`config.mk`:
```
export PLATFORM = sky130hd
export DESIGN_NAME = multi_stop_gradient_sampler_unit
export DESIGN_NICKNAME = d
export VERILOG_FILES = /design/src/design/msgs_pkg.sv /design/src/design/msgs_stop_mem.sv /design/src/design/msgs_lerp_unit.sv /design/src/design/multi_stop_gradient_sampler_unit.sv
export SDC_FILE = /design/constraint.sdc
export NUM_CORES = 2
export LEC_CHECK = 0
export BUFFER_PORTS_ARGS = -buffer_cell sky130_fd_sc_hd__buf_2
export CAP_MARGIN = 30
export CORE_MARGIN = 3
export CORE_UTILIZATION = 45
export DETAILED_ROUTE_END_ITERATION = 8
export HOLD_SLACK_MARGIN = 0.12
export PLACE_DENSITY = 0.61
export SLEW_MARGIN = 25
export SYNTH_ARGS = -nofsm -noshare
export SYNTH_HDL_FRONTEND = slang
export SYNTH_SLANG_ARGS = --single-unit
```
`constraint.sdc`:
```
create_clock -name clk -period 15.7 [get_ports clk]
set_input_delay 0 -clock clk [delete_from_list [all_inputs] [get_ports clk]]
set_output_delay 0 -clock clk [all_outputs]
set_load 0.05 [all_outputs]
```
`src/design/msgs_pkg.sv`:
```
// Types and constants of the multi-stop gradient sampler.
package msgs_pkg;

    localparam int MAX_STOPS_DEF = 8;

    localparam int POS_W   = 15;
    localparam int IDX_W   = 3;
    localparam int CNT_W   = 4;
    localparam int NUM_W   = 16;
    localparam int VAL_W   = 27;
    localparam int IN_W    = 56;
    localparam int OUT_W   = 32;

    localparam logic [POS_W-1:0] POS_FULL  = 15'd25600;
    localparam logic [CNT_W-1:0] CNT_RESET = 4'd2;

    localparam logic CMD_WRITE  = 1'b0;
    localparam logic CMD_SAMPLE = 1'b1;

    typedef struct packed {
        logic [POS_W-1:0] pos;
        logic [7:0]       red;
        logic [7:0]       green;
        logic [7:0]       blue;
        logic [7:0]       opacity;
    } stop_entry_t;

    typedef struct packed {
        logic [7:0] opacity;
        logic [7:0] blue;
        logic [7:0] green;
        logic [7:0] red;
    } result_t;

    localparam stop_entry_t ENTRY_ZERO = '{pos: '0, red: 8'h00, green: 8'h00,
                                           blue: 8'h00, opacity: 8'h00};
    localparam stop_entry_t ENTRY_ONE_RESET = '{pos: POS_FULL, red: 8'hFF,
                                                green: 8'hFF, blue: 8'hFF,
                                                opacity: 8'hFF};

endpackage

```
`src/design/msgs_stop_mem.sv`:
```
// Stop table memory with one write port, one registered read port and reset valid bits.
module msgs_stop_mem #(
    parameter int DEPTH = msgs_pkg::MAX_STOPS_DEF,
    parameter int AW    = $clog2(DEPTH)
) (
    input  logic                  clk,
    input  logic                  rst_n,
    input  logic                  wr_en,
    input  logic [AW-1:0]         wr_addr,
    input  msgs_pkg::stop_entry_t wr_data,
    input  logic                  rd_en,
    input  logic [AW-1:0]         rd_addr,
    output msgs_pkg::stop_entry_t rd_data
);

    msgs_pkg::stop_entry_t mem [DEPTH];
    msgs_pkg::stop_entry_t mem_q_reg;
    logic [DEPTH-1:0]      valid_reg;
    logic                  rd_valid_reg;
    logic                  rd_one_reg;

    always_ff @(posedge clk)
    begin
        if (wr_en)
        begin
            mem[wr_addr] <= wr_data;
        end
        if (rd_en)
        begin
            mem_q_reg <= mem[rd_addr];
        end
    end

    always_ff @(posedge clk or negedge rst_n)
    begin
        if (!rst_n)
        begin
            valid_reg    <= '0;
            rd_valid_reg <= 1'b0;
            rd_one_reg   <= 1'b0;
        end
        else
        begin
            if (wr_en)
            begin
                valid_reg[wr_addr] <= 1'b1;
            end
            if (rd_en)
            begin
                rd_valid_reg <= valid_reg[rd_addr];
                rd_one_reg   <= (rd_addr == AW'(1));
            end
        end
    end

    // An entry never written reads as its reset value.
    assign rd_data = rd_valid_reg ? mem_q_reg
                   : (rd_one_reg ? msgs_pkg::ENTRY_ONE_RESET : msgs_pkg::ENTRY_ZERO);

endmodule

```
`src/design/msgs_lerp_unit.sv`:
```
// Interpolation unit: channel-serial products, then four rounding divider lanes.
module msgs_lerp_unit (
    input  logic                         clk,
    input  logic                         rst_n,
    input  logic                         start,
    input  logic [msgs_pkg::POS_W-1:0]   pos,
    input  msgs_pkg::stop_entry_t        left,
    input  msgs_pkg::stop_entry_t        right,
    output logic                         done,
    output msgs_pkg::result_t            result
);

    localparam int PW = msgs_pkg::POS_W;
    localparam int NW = msgs_pkg::NUM_W;
    localparam int VW = msgs_pkg::VAL_W;
    localparam logic [1:0] CH_ALPHA = 2'd3;

    typedef enum logic [2:0] {
        L_IDLE,
        L_CLAMP,
        L_MUL,
        L_PREP,
        L_DIV,
        L_FINISH
    } lerp_state_t;

    lerp_state_t           state_reg;
    msgs_pkg::stop_entry_t left_reg;
    msgs_pkg::stop_entry_t right_reg;
    logic signed [NW-1:0]  num_reg;
    logic [PW-1:0]         den_reg;
    logic [PW-1:0]         numc_reg;
    logic [1:0]            ch_reg;
    logic [2:0]            bit_reg;
    logic signed [VW-1:0]  val_reg [4];
    logic [VW-1:0]         rem_reg [4];
    logic [7:0]            q_reg [4];
    logic [3:0]            neg_reg;
    logic [3:0]            sat_reg;
    logic                  done_reg;
    msgs_pkg::result_t     result_reg;

    logic signed [NW-1:0]  num_calc;
    logic signed [NW-1:0]  span_calc;
    logic [PW-1:0]         den_calc;
    logic [7:0]            a_ch;
    logic [7:0]            b_ch;
    logic signed [NW-1:0]  n_sel;
    logic signed [8:0]     delta;
    logic signed [24:0]    prod_d;
    logic [22:0]           prod_a;
    logic signed [VW-1:0]  val_calc;
    logic [VW-1:0]         dval [4];
    logic [VW-1:0]         sat_lim;
    logic [VW-1:0]         trial;
    logic [7:0]            lane_out [4];

    assign num_calc  = $signed({1'b0, pos}) - $signed({1'b0, left.pos});
    assign span_calc = $signed({1'b0, right.pos}) - $signed({1'b0, left.pos});
    assign den_calc  = (span_calc < 16'sd1) ? PW'(1) : span_calc[PW-1:0];

    always_comb
    begin
        case (ch_reg)
            2'd0:
            begin
                a_ch = left_reg.red;
                b_ch = right_reg.red;
            end
            2'd1:
            begin
                a_ch = left_reg.green;
                b_ch = right_reg.green;
            end
            2'd2:
            begin
                a_ch = left_reg.blue;
                b_ch = right_reg.blue;
            end
            default:
            begin
                a_ch = left_reg.opacity;
                b_ch = right_reg.opacity;
            end
        endcase
    end

    // Colour channels use the fraction clamped to 0..1, alpha the raw one.
    assign n_sel    = (ch_reg == CH_ALPHA) ? num_reg : $signed({1'b0, numc_reg});
    assign delta    = $signed({1'b0, b_ch}) - $signed({1'b0, a_ch});
    assign prod_d   = delta * n_sel;
    assign prod_a   = a_ch * den_reg;
    assign val_calc = VW'(prod_d) + $signed({4'b0, prod_a});

    assign sat_lim = {3'b0, den_reg, 9'b0};
    assign trial   = VW'({den_reg, 1'b0}) << bit_reg;

    always_comb
    begin
        for (int l = 0; l < 4; l++)
        begin
            dval[l] = {val_reg[l][VW-2:0], 1'b0} + {12'b0, den_reg};
            if (neg_reg[l])
            begin
                lane_out[l] = 8'h00;
            end
            else if (sat_reg[l])
            begin
                lane_out[l] = 8'hFF;
            end
            else
            begin
                lane_out[l] = q_reg[l];
            end
        end
    end

    always_ff @(posedge clk or negedge rst_n)
    begin
        if (!rst_n)
        begin
            state_reg <= L_IDLE;
            ch_reg    <= '0;
            bit_reg   <= '0;
            done_reg  <= 1'b0;
        end
        else
        begin
            done_reg <= 1'b0;
            case (state_reg)
                L_IDLE:
                begin
                    if (start)
                    begin
                        left_reg  <= left;
                        right_reg <= right;
                        num_reg   <= num_calc;
                        den_reg   <= den_calc;
                        state_reg <= L_CLAMP;
                    end
                end
                L_CLAMP:
                begin
                    if (num_reg <= 16'sd0)
                    begin
                        numc_reg <= '0;
                    end
                    else if (num_reg >= $signed({1'b0, den_reg}))
                    begin
                        numc_reg <= den_reg;
                    end
                    else
                    begin
                        numc_reg <= num_reg[PW-1:0];
                    end
                    ch_reg    <= '0;
                    state_reg <= L_MUL;
                end
                L_MUL:
                begin
                    val_reg[ch_reg] <= val_calc;
                    ch_reg          <= ch_reg + 2'd1;
                    if (ch_reg == CH_ALPHA)
                    begin
                        state_reg <= L_PREP;
                    end
                end
                L_PREP:
                begin
                    for (int l = 0; l < 4; l++)
                    begin
                        neg_reg[l] <= val_reg[l][VW-1];
                        rem_reg[l] <= dval[l];
                        sat_reg[l] <= (dval[l] >= sat_lim);
                        q_reg[l]   <= '0;
                    end
                    bit_reg   <= 3'd7;
                    state_reg <= L_DIV;
                end
                L_DIV:
                begin
                    for (int l = 0; l < 4; l++)
                    begin
                        if (rem_reg[l] >= trial)
                        begin
                            rem_reg[l]        <= rem_reg[l] - trial;
                            q_reg[l][bit_reg] <= 1'b1;
                        end
                    end
                    bit_reg <= bit_reg - 3'd1;
                    if (bit_reg == 3'd0)
                    begin
                        state_reg <= L_FINISH;
                    end
                end
                L_FINISH:
                begin
                    result_reg.red     <= lane_out[0];
                    result_reg.green   <= lane_out[1];
                    result_reg.blue    <= lane_out[2];
                    result_reg.opacity <= lane_out[3];
                    done_reg           <= 1'b1;
                    state_reg          <= L_IDLE;
                end
                default:
                begin
                    state_reg <= L_IDLE;
                end
            endcase
        end
    end

    assign done   = done_reg;
    assign result = result_reg;

endmodule

```
`src/design/multi_stop_gradient_sampler_unit.sv`:
```
// Top level of the multi-stop gradient sampler: stream ports, stop walk and result register.
// A write transfer stores one stop and gives no result. A sample transfer reads the stop table
// one entry per cycle from entry 0 until a stop at or right of the sample position is found.
// When that is stop i, the interpolation unit runs between stops i - 1 and i (fraction clamp,
// four channel products, a rounding setup step, eight divider steps shared by four lanes and
// an output step), and the result passes through a pending register to the output register;
// the sample holds the input until its result is loaded there. A sample past the last stop in
// use returns that stop and holds the input until that stop is loaded into the output register.
// One sample is in flight at a time; a finished result may wait at the output while the next
// transfer is taken in, and a later result waits in the block until the output is free.
module multi_stop_gradient_sampler_unit #(
    parameter int MAX_STOPS = msgs_pkg::MAX_STOPS_DEF
) (
    input  logic                          clk,
    input  logic                          rst_n,
    input  logic                          cfg_we,
    input  logic [msgs_pkg::CNT_W-1:0]    cfg_wdata,  // stop_count
    input  logic                          s_tvalid,
    output logic                          s_tready,
    input  logic [msgs_pkg::IN_W-1:0]     s_tdata,    // stop_index, position, red, green, blue, opacity
    input  logic                          s_tuser,    // cmd
    output logic                          m_tvalid,
    input  logic                          m_tready,
    output logic [msgs_pkg::OUT_W-1:0]    m_tdata     // out_red, out_green, out_blue, out_opacity
);

    localparam int AW = $clog2(MAX_STOPS);
    localparam int PW = msgs_pkg::POS_W;
    localparam int IW = msgs_pkg::IDX_W;

    typedef enum logic [1:0] {
        S_IDLE,
        S_WALK,
        S_LERP,
        S_RESULT
    } walk_state_t;

    walk_state_t                  state_reg;
    logic [msgs_pkg::CNT_W-1:0]   cnt_reg;
    logic [PW-1:0]                pos_reg;
    logic [AW-1:0]                cur_reg;
    logic [AW-1:0]                last_reg;
    msgs_pkg::stop_entry_t        prev_reg;
    msgs_pkg::result_t            pend_reg;
    msgs_pkg::result_t            out_reg;
    logic                         out_valid_reg;

    logic                         accept;
    logic [IW-1:0]                in_idx;
    msgs_pkg::stop_entry_t        in_entry;
    logic [PW-1:0]                pos_clamped;
    logic [AW-1:0]                last_calc;
    logic                         wr_en;
    logic                         rd_en;
    logic [AW-1:0]                rd_addr;
    msgs_pkg::stop_entry_t        rd_data;
    logic                         hit;
    logic                         at_first;
    logic                         lerp_start;
    logic                         lerp_done;
    msgs_pkg::result_t            lerp_result;
    logic                         load_out;

    assign s_tready = (state_reg == S_IDLE);
    assign accept   = s_tvalid && s_tready;

    assign in_idx           = s_tdata[2:0];
    assign in_entry.pos     = s_tdata[17:3];
    assign in_entry.red     = s_tdata[25:18];
    assign in_entry.green   = s_tdata[33:26];
    assign in_entry.blue    = s_tdata[41:34];
    assign in_entry.opacity = s_tdata[49:42];

    assign pos_clamped = (in_entry.pos > msgs_pkg::POS_FULL) ? msgs_pkg::POS_FULL
                                                             : in_entry.pos;

    always_comb
    begin
        if (cnt_reg < 4'd2)
        begin
            last_calc = AW'(1);
        end
        else if (32'(cnt_reg) > MAX_STOPS)
        begin
            last_calc = AW'(MAX_STOPS - 1);
        end
        else
        begin
            last_calc = AW'(cnt_reg - 4'd1);
        end
    end

    assign wr_en = accept && (s_tuser == msgs_pkg::CMD_WRITE) && (32'(in_idx) < MAX_STOPS);

    assign at_first   = (cur_reg == '0);
    assign hit        = (pos_reg <= rd_data.pos);
    assign lerp_start = (state_reg == S_WALK) && !at_first && hit;
    assign load_out   = (state_reg == S_RESULT) && (!out_valid_reg || m_tready);

    always_comb
    begin
        if (state_reg == S_IDLE)
        begin
            rd_en   = accept && (s_tuser == msgs_pkg::CMD_SAMPLE);
            rd_addr = '0;
        end
        else
        begin
            rd_en   = (state_reg == S_WALK) && (at_first || (!hit && cur_reg != last_reg));
            rd_addr = cur_reg + AW'(1);
        end
    end

    msgs_stop_mem #(
        .DEPTH (MAX_STOPS),
        .AW    (AW)
    ) u_mem (
        .clk     (clk),
        .rst_n   (rst_n),
        .wr_en   (wr_en),
        .wr_addr (AW'(in_idx)),
        .wr_data (in_entry),
        .rd_en   (rd_en),
        .rd_addr (rd_addr),
        .rd_data (rd_data)
    );

    msgs_lerp_unit u_lerp (
        .clk    (clk),
        .rst_n  (rst_n),
        .start  (lerp_start),
        .pos    (pos_reg),
        .left   (prev_reg),
        .right  (rd_data),
        .done   (lerp_done),
        .result (lerp_result)
    );

    always_ff @(posedge clk or negedge rst_n)
    begin
        if (!rst_n)
        begin
            state_reg     <= S_IDLE;
            cnt_reg       <= msgs_pkg::CNT_RESET;
            cur_reg       <= '0;
            last_reg      <= '0;
            out_valid_reg <= 1'b0;
        end
        else
        begin
            if (cfg_we)
            begin
                cnt_reg <= cfg_wdata;
            end
            if (load_out)
            begin
                out_reg       <= pend_reg;
                out_valid_reg <= 1'b1;
            end
            else if (m_tvalid && m_tready)
            begin
                out_valid_reg <= 1'b0;
            end
            case (state_reg)
                S_IDLE:
                begin
                    if (accept && s_tuser == msgs_pkg::CMD_SAMPLE)
                    begin
                        pos_reg   <= pos_clamped;
                        last_reg  <= last_calc;
                        cur_reg   <= '0;
                        state_reg <= S_WALK;
                    end
                end
                S_WALK:
                begin
                    if (at_first)
                    begin
                        prev_reg <= rd_data;
                        cur_reg  <= cur_reg + AW'(1);
                    end
                    else if (hit)
                    begin
                        state_reg <= S_LERP;
                    end
                    else if (cur_reg == last_reg)
                    begin
                        pend_reg.red     <= rd_data.red;
                        pend_reg.green   <= rd_data.green;
                        pend_reg.blue    <= rd_data.blue;
                        pend_reg.opacity <= rd_data.opacity;
                        state_reg        <= S_RESULT;
                    end
                    else
                    begin
                        prev_reg <= rd_data;
                        cur_reg  <= cur_reg + AW'(1);
                    end
                end
                S_LERP:
                begin
                    if (lerp_done)
                    begin
                        pend_reg  <= lerp_result;
                        state_reg <= S_RESULT;
                    end
                end
                S_RESULT:
                begin
                    if (load_out)
                    begin
                        state_reg <= S_IDLE;
                    end
                end
                default:
                begin
                    state_reg <= S_IDLE;
                end
            endcase
        end
    end

    assign m_tvalid = out_valid_reg;
    assign m_tdata  = out_reg;

endmodule

```
==> metrics.cfg <==
[worst_setup_path]
crit_top_cell=ha_1
worstReg2RegStart=u_lerp.ch_reg[0]
cp_slowest_stage_delay_ns=0.97
worst-endpoint-required_ns=16.09
crit-reg2reg-capture=u_lerp.val_reg[0][25]
timing.critical_path.fanout_max=34
ff2ff_path_depth=33
worstSetupPathType=flip-flop to flip-flop
worst_path_max_delay_cell=a21oi_1
path_delay_family=compound AO/OA/AOI/OAI gates
setup.reg_to_reg.worst_slack_ns=4.62
endpoint_kind=flip-flop
crit_path_start_kind=flip-flop
cp.arrival_ns=11.47
cp_num_buf_inv=7

[drt]
drt_drc_violations_left=0
antenna_left=0
drtIter0Drc=3325
wire_per_inst_um=22.9
detailroute.via_count=39900
wirelength_um=161000
dr.pass1.iters=6
route.detailed.vias_per_inst=5.65

[die]
floorplan.die.width_um=367
core_region_area_um2=129000
die_height_um=367
io-pin-count=100
initial_utilization=0.456
die_area_um2=135000
number_of_standard_cell_rows_in_the_floorplan=131

[yosys]
synth_top_area_cell=edfxtp_1
post_synth_inst_count=5003
synth.distinct_cells=95
avgSynthCellArea_um2=11.7
post_synthesis_async_set_or_reset_flop_share=0.0328
synth_enable_flop_cells=919
post_synth_xor_area_fraction=0.0356
synth_compound_gate_area_share=0.109
yosys.area_share.adder=0.162
yosys-mux-area-fraction=0.0584
synthesis.nets=5691
ys_warn_count=0
share_of_synthesized_area_occupied_by_flip_flops_and_latches=0.493
synth.top_cell.area_share=0.471
dominant_combinational_cell_family_by_area_after_synthesis=adder cells
yosys.area_share.simple=0.106
postSynthRegisterBits=975
synth_area_um2=58600
synth_top_cells_by_area=edfxtp_1 (47%), ha_1 (8.4%), fa_1 (7.8%)
synth-main-ff-cell=edfxtp_1

[grt]
maximum_number_of_pins_on_one_net_before_global_route_repair=95
track_usage=0.238
grt.met3_usage=0.0420
met1_usage=0.312
via_count_of_the_first_global_routing_pass=39500
antenna_found_initial=4
gr-max-usage-layer=met2
met2_usage=0.395
global_route.overflow_total=0
grt_pass1_wl_um=243000

[sta]
timing.final.crit_period_ns=11.08
final-hold-violation-count=0
max_slew_margin=0.321
fin_crit_sh=0.706
worst-slew-pin-transition_ns=1.02
fin_setup_tns_ns=0
timing.hold.ws_ns=0.155
grt_setup_unrepaired=no
drv_slew=0
fmax_mhz=90.3
report.final.setup_viol=0
setup_clock_skew_after_layout_ns=0.0557

[clock_network]
total_clock_buffers_created_by_cts=99
clock_latency_ns=0.73
cts_repair_resize_count=0
cts.clk_slew.worst_paths_ns=0.06
htree_num_levels=3
ctsRootBufferMaster=clkbuf_16
cts-root-to-sink-buffers=3
cts_tree=done
numClockSinks=975

[min_path]
holdCritPathClass=input port to flip-flop
worstHoldPathCells=4
min_from=cfg_wdata[1]
end_point_of_the_most_critical_hold_path=cnt_reg[1]

[cells_and_area]
final_net_count=5931
largest_reg_flops=376
finalInstanceArea_um2=66200
fillerInstances=11200
area.growth.synth_to_final_pct=13.0
drive_gt1_frac=0.109

[run]
maxCapViolCount=0

[placement]
routabilityCongestion=0.897
detailed_place_hpwl_um=112000
dpl_cell_area_um2=61600
port_buffers=93

[outcome]
outcome=completed

-- worst max path at each step --
stage | from | depth (start not counted) | end | slack (ns)
finish | u_lerp.ch_reg[0] | 33 | u_lerp.val_reg[0][25] | 4.62
global route | u_lerp.ch_reg[0] | 34 | u_lerp.val_reg[1][25] | 3.78
CTS | u_lerp.ch_reg[0] | 33 | u_lerp.val_reg[0][25] | 4.62
detailed placement | u_lerp.ch_reg[0] | 31 | u_lerp.val_reg[0][25] | 4.68
global placement | u_lerp.ch_reg[0] | 32 | u_lerp.val_reg[0][25] | 4.79
floorplan | u_mem.rd_valid_reg | 10 | u_lerp.den_reg[0] | 3.44
-- Yosys cell counts (25+ instances only) --
cell type,number
nand4_1,45
edfxtp_1,919
a31oi_1,28
nor2b_1,54
fa_1,227
and3_1,29
a21oi_1,215
and2_1,54
inv_1,378
a21o_1,82
mux2_2,93
mux2i_1,116
mux4_2,54
ha_1,395
o21ai_0,379
dfrtp_1,31
a211oi_1,28
o21a_1,57
xor2_1,87
nand3_1,71
nor3_1,70
nand2b_1,52
nand2_1,428
xnor2_1,151
clkbuf_1,127
nor2_1,407
or2_2,25
-- logic make-up (layout without fill, tap and decap cells) --
group	Yosys count	count (layout)
muxes	263	263
xor gates and xnor gates	238	238
buffers and inverters	556	881
and+or+nand+nor	1335	1335
AOI/OAI and AO/OA	1014	1014
adders and majority gates	622	622
DFF	975	975
other	0	5
-- area by class of cell --
class	instances	area, um2	share of cell area
well taps	1729	2160	0.0327
clock inverters	66	798	0.0121
multi-input cells	3472	27800	0.420
clock buffers	120	2600	0.0392
diodes	5	12.5	0.000189
flip-flops and latches	975	28900	0.436
repair buffers	313	2510	0.0379
inverters	382	1430	0.0217
-- placed cells by master, fill, tap and decap left out, types with 17 or more instances in the layout --
master	netlist	final
buf_2	17	93
nand3_1	71	71
a31oi_1	28	28
inv_1	378	378
xor2_1	87	87
or3_1	22	22
o21a_1	57	57
dlygate4sd3_1	0	121
o211ai_1	17	17
mux2i_1	116	106
dfxtp_1	24	24
and3_1	29	29
clkbuf_1	127	19
nor4_1	19	18
clkinv_2	0	23
ha_1	395	395
nand4_1	45	45
a21o_1	82	82
edfxtp_1	919	919
o21bai_1	24	24
dfrtp_1	31	30
or2_2	25	25
clkbuf_16	0	101
a211oi_1	28	28
nor2b_1	54	54
o21ai_0	379	379
mux4_2	54	54
xnor2_1	151	148
nor3_1	70	66
nand2b_1	52	50
nor2_1	407	397
and2_1	54	53
fa_1	227	227
clkinv_1	4	19
mux2_2	93	93
buf_4	5	87
a21oi_1	215	214
nand2_1	428	428
-- layer usage --
layer  part of all wire  wire, um
met1               0.42     68300
met2               0.47     76300
met3              0.061      9860
met4              0.043      7020
met5           0.000081        13
-- worst min-delay path: cells and delay by family --
| family | cells | cell delay [ns] |
|---|---|---|
| and+or+nand+nor | 1 | 0.07 |
| buffers and inverters | 2 | 0.70 |
| AOI/OAI and AO/OA | 1 | 0.07 |
-- per-stage QoR --
step                      setup WS [ns]  utilization  cells
after floorplan                    3.44            -   5003
after global placement             4.79        0.478   6739
after detailed placement           4.68        0.479   6747
after CTS                          4.62        0.515   7054
after global routing               3.78        0.515   7058
final                              4.62        0.515   7062
-- timing repair --
item,CTS,global route
endpoints found under the setup margin,0,0
endpoints found under the hold margin,637,0
hold buffers,121,0
buffers inserted,0,0
Power is left out: the tool's default activity adds up to more than one toggle a clock period on the data nets, which glitch-free logic cannot reach.
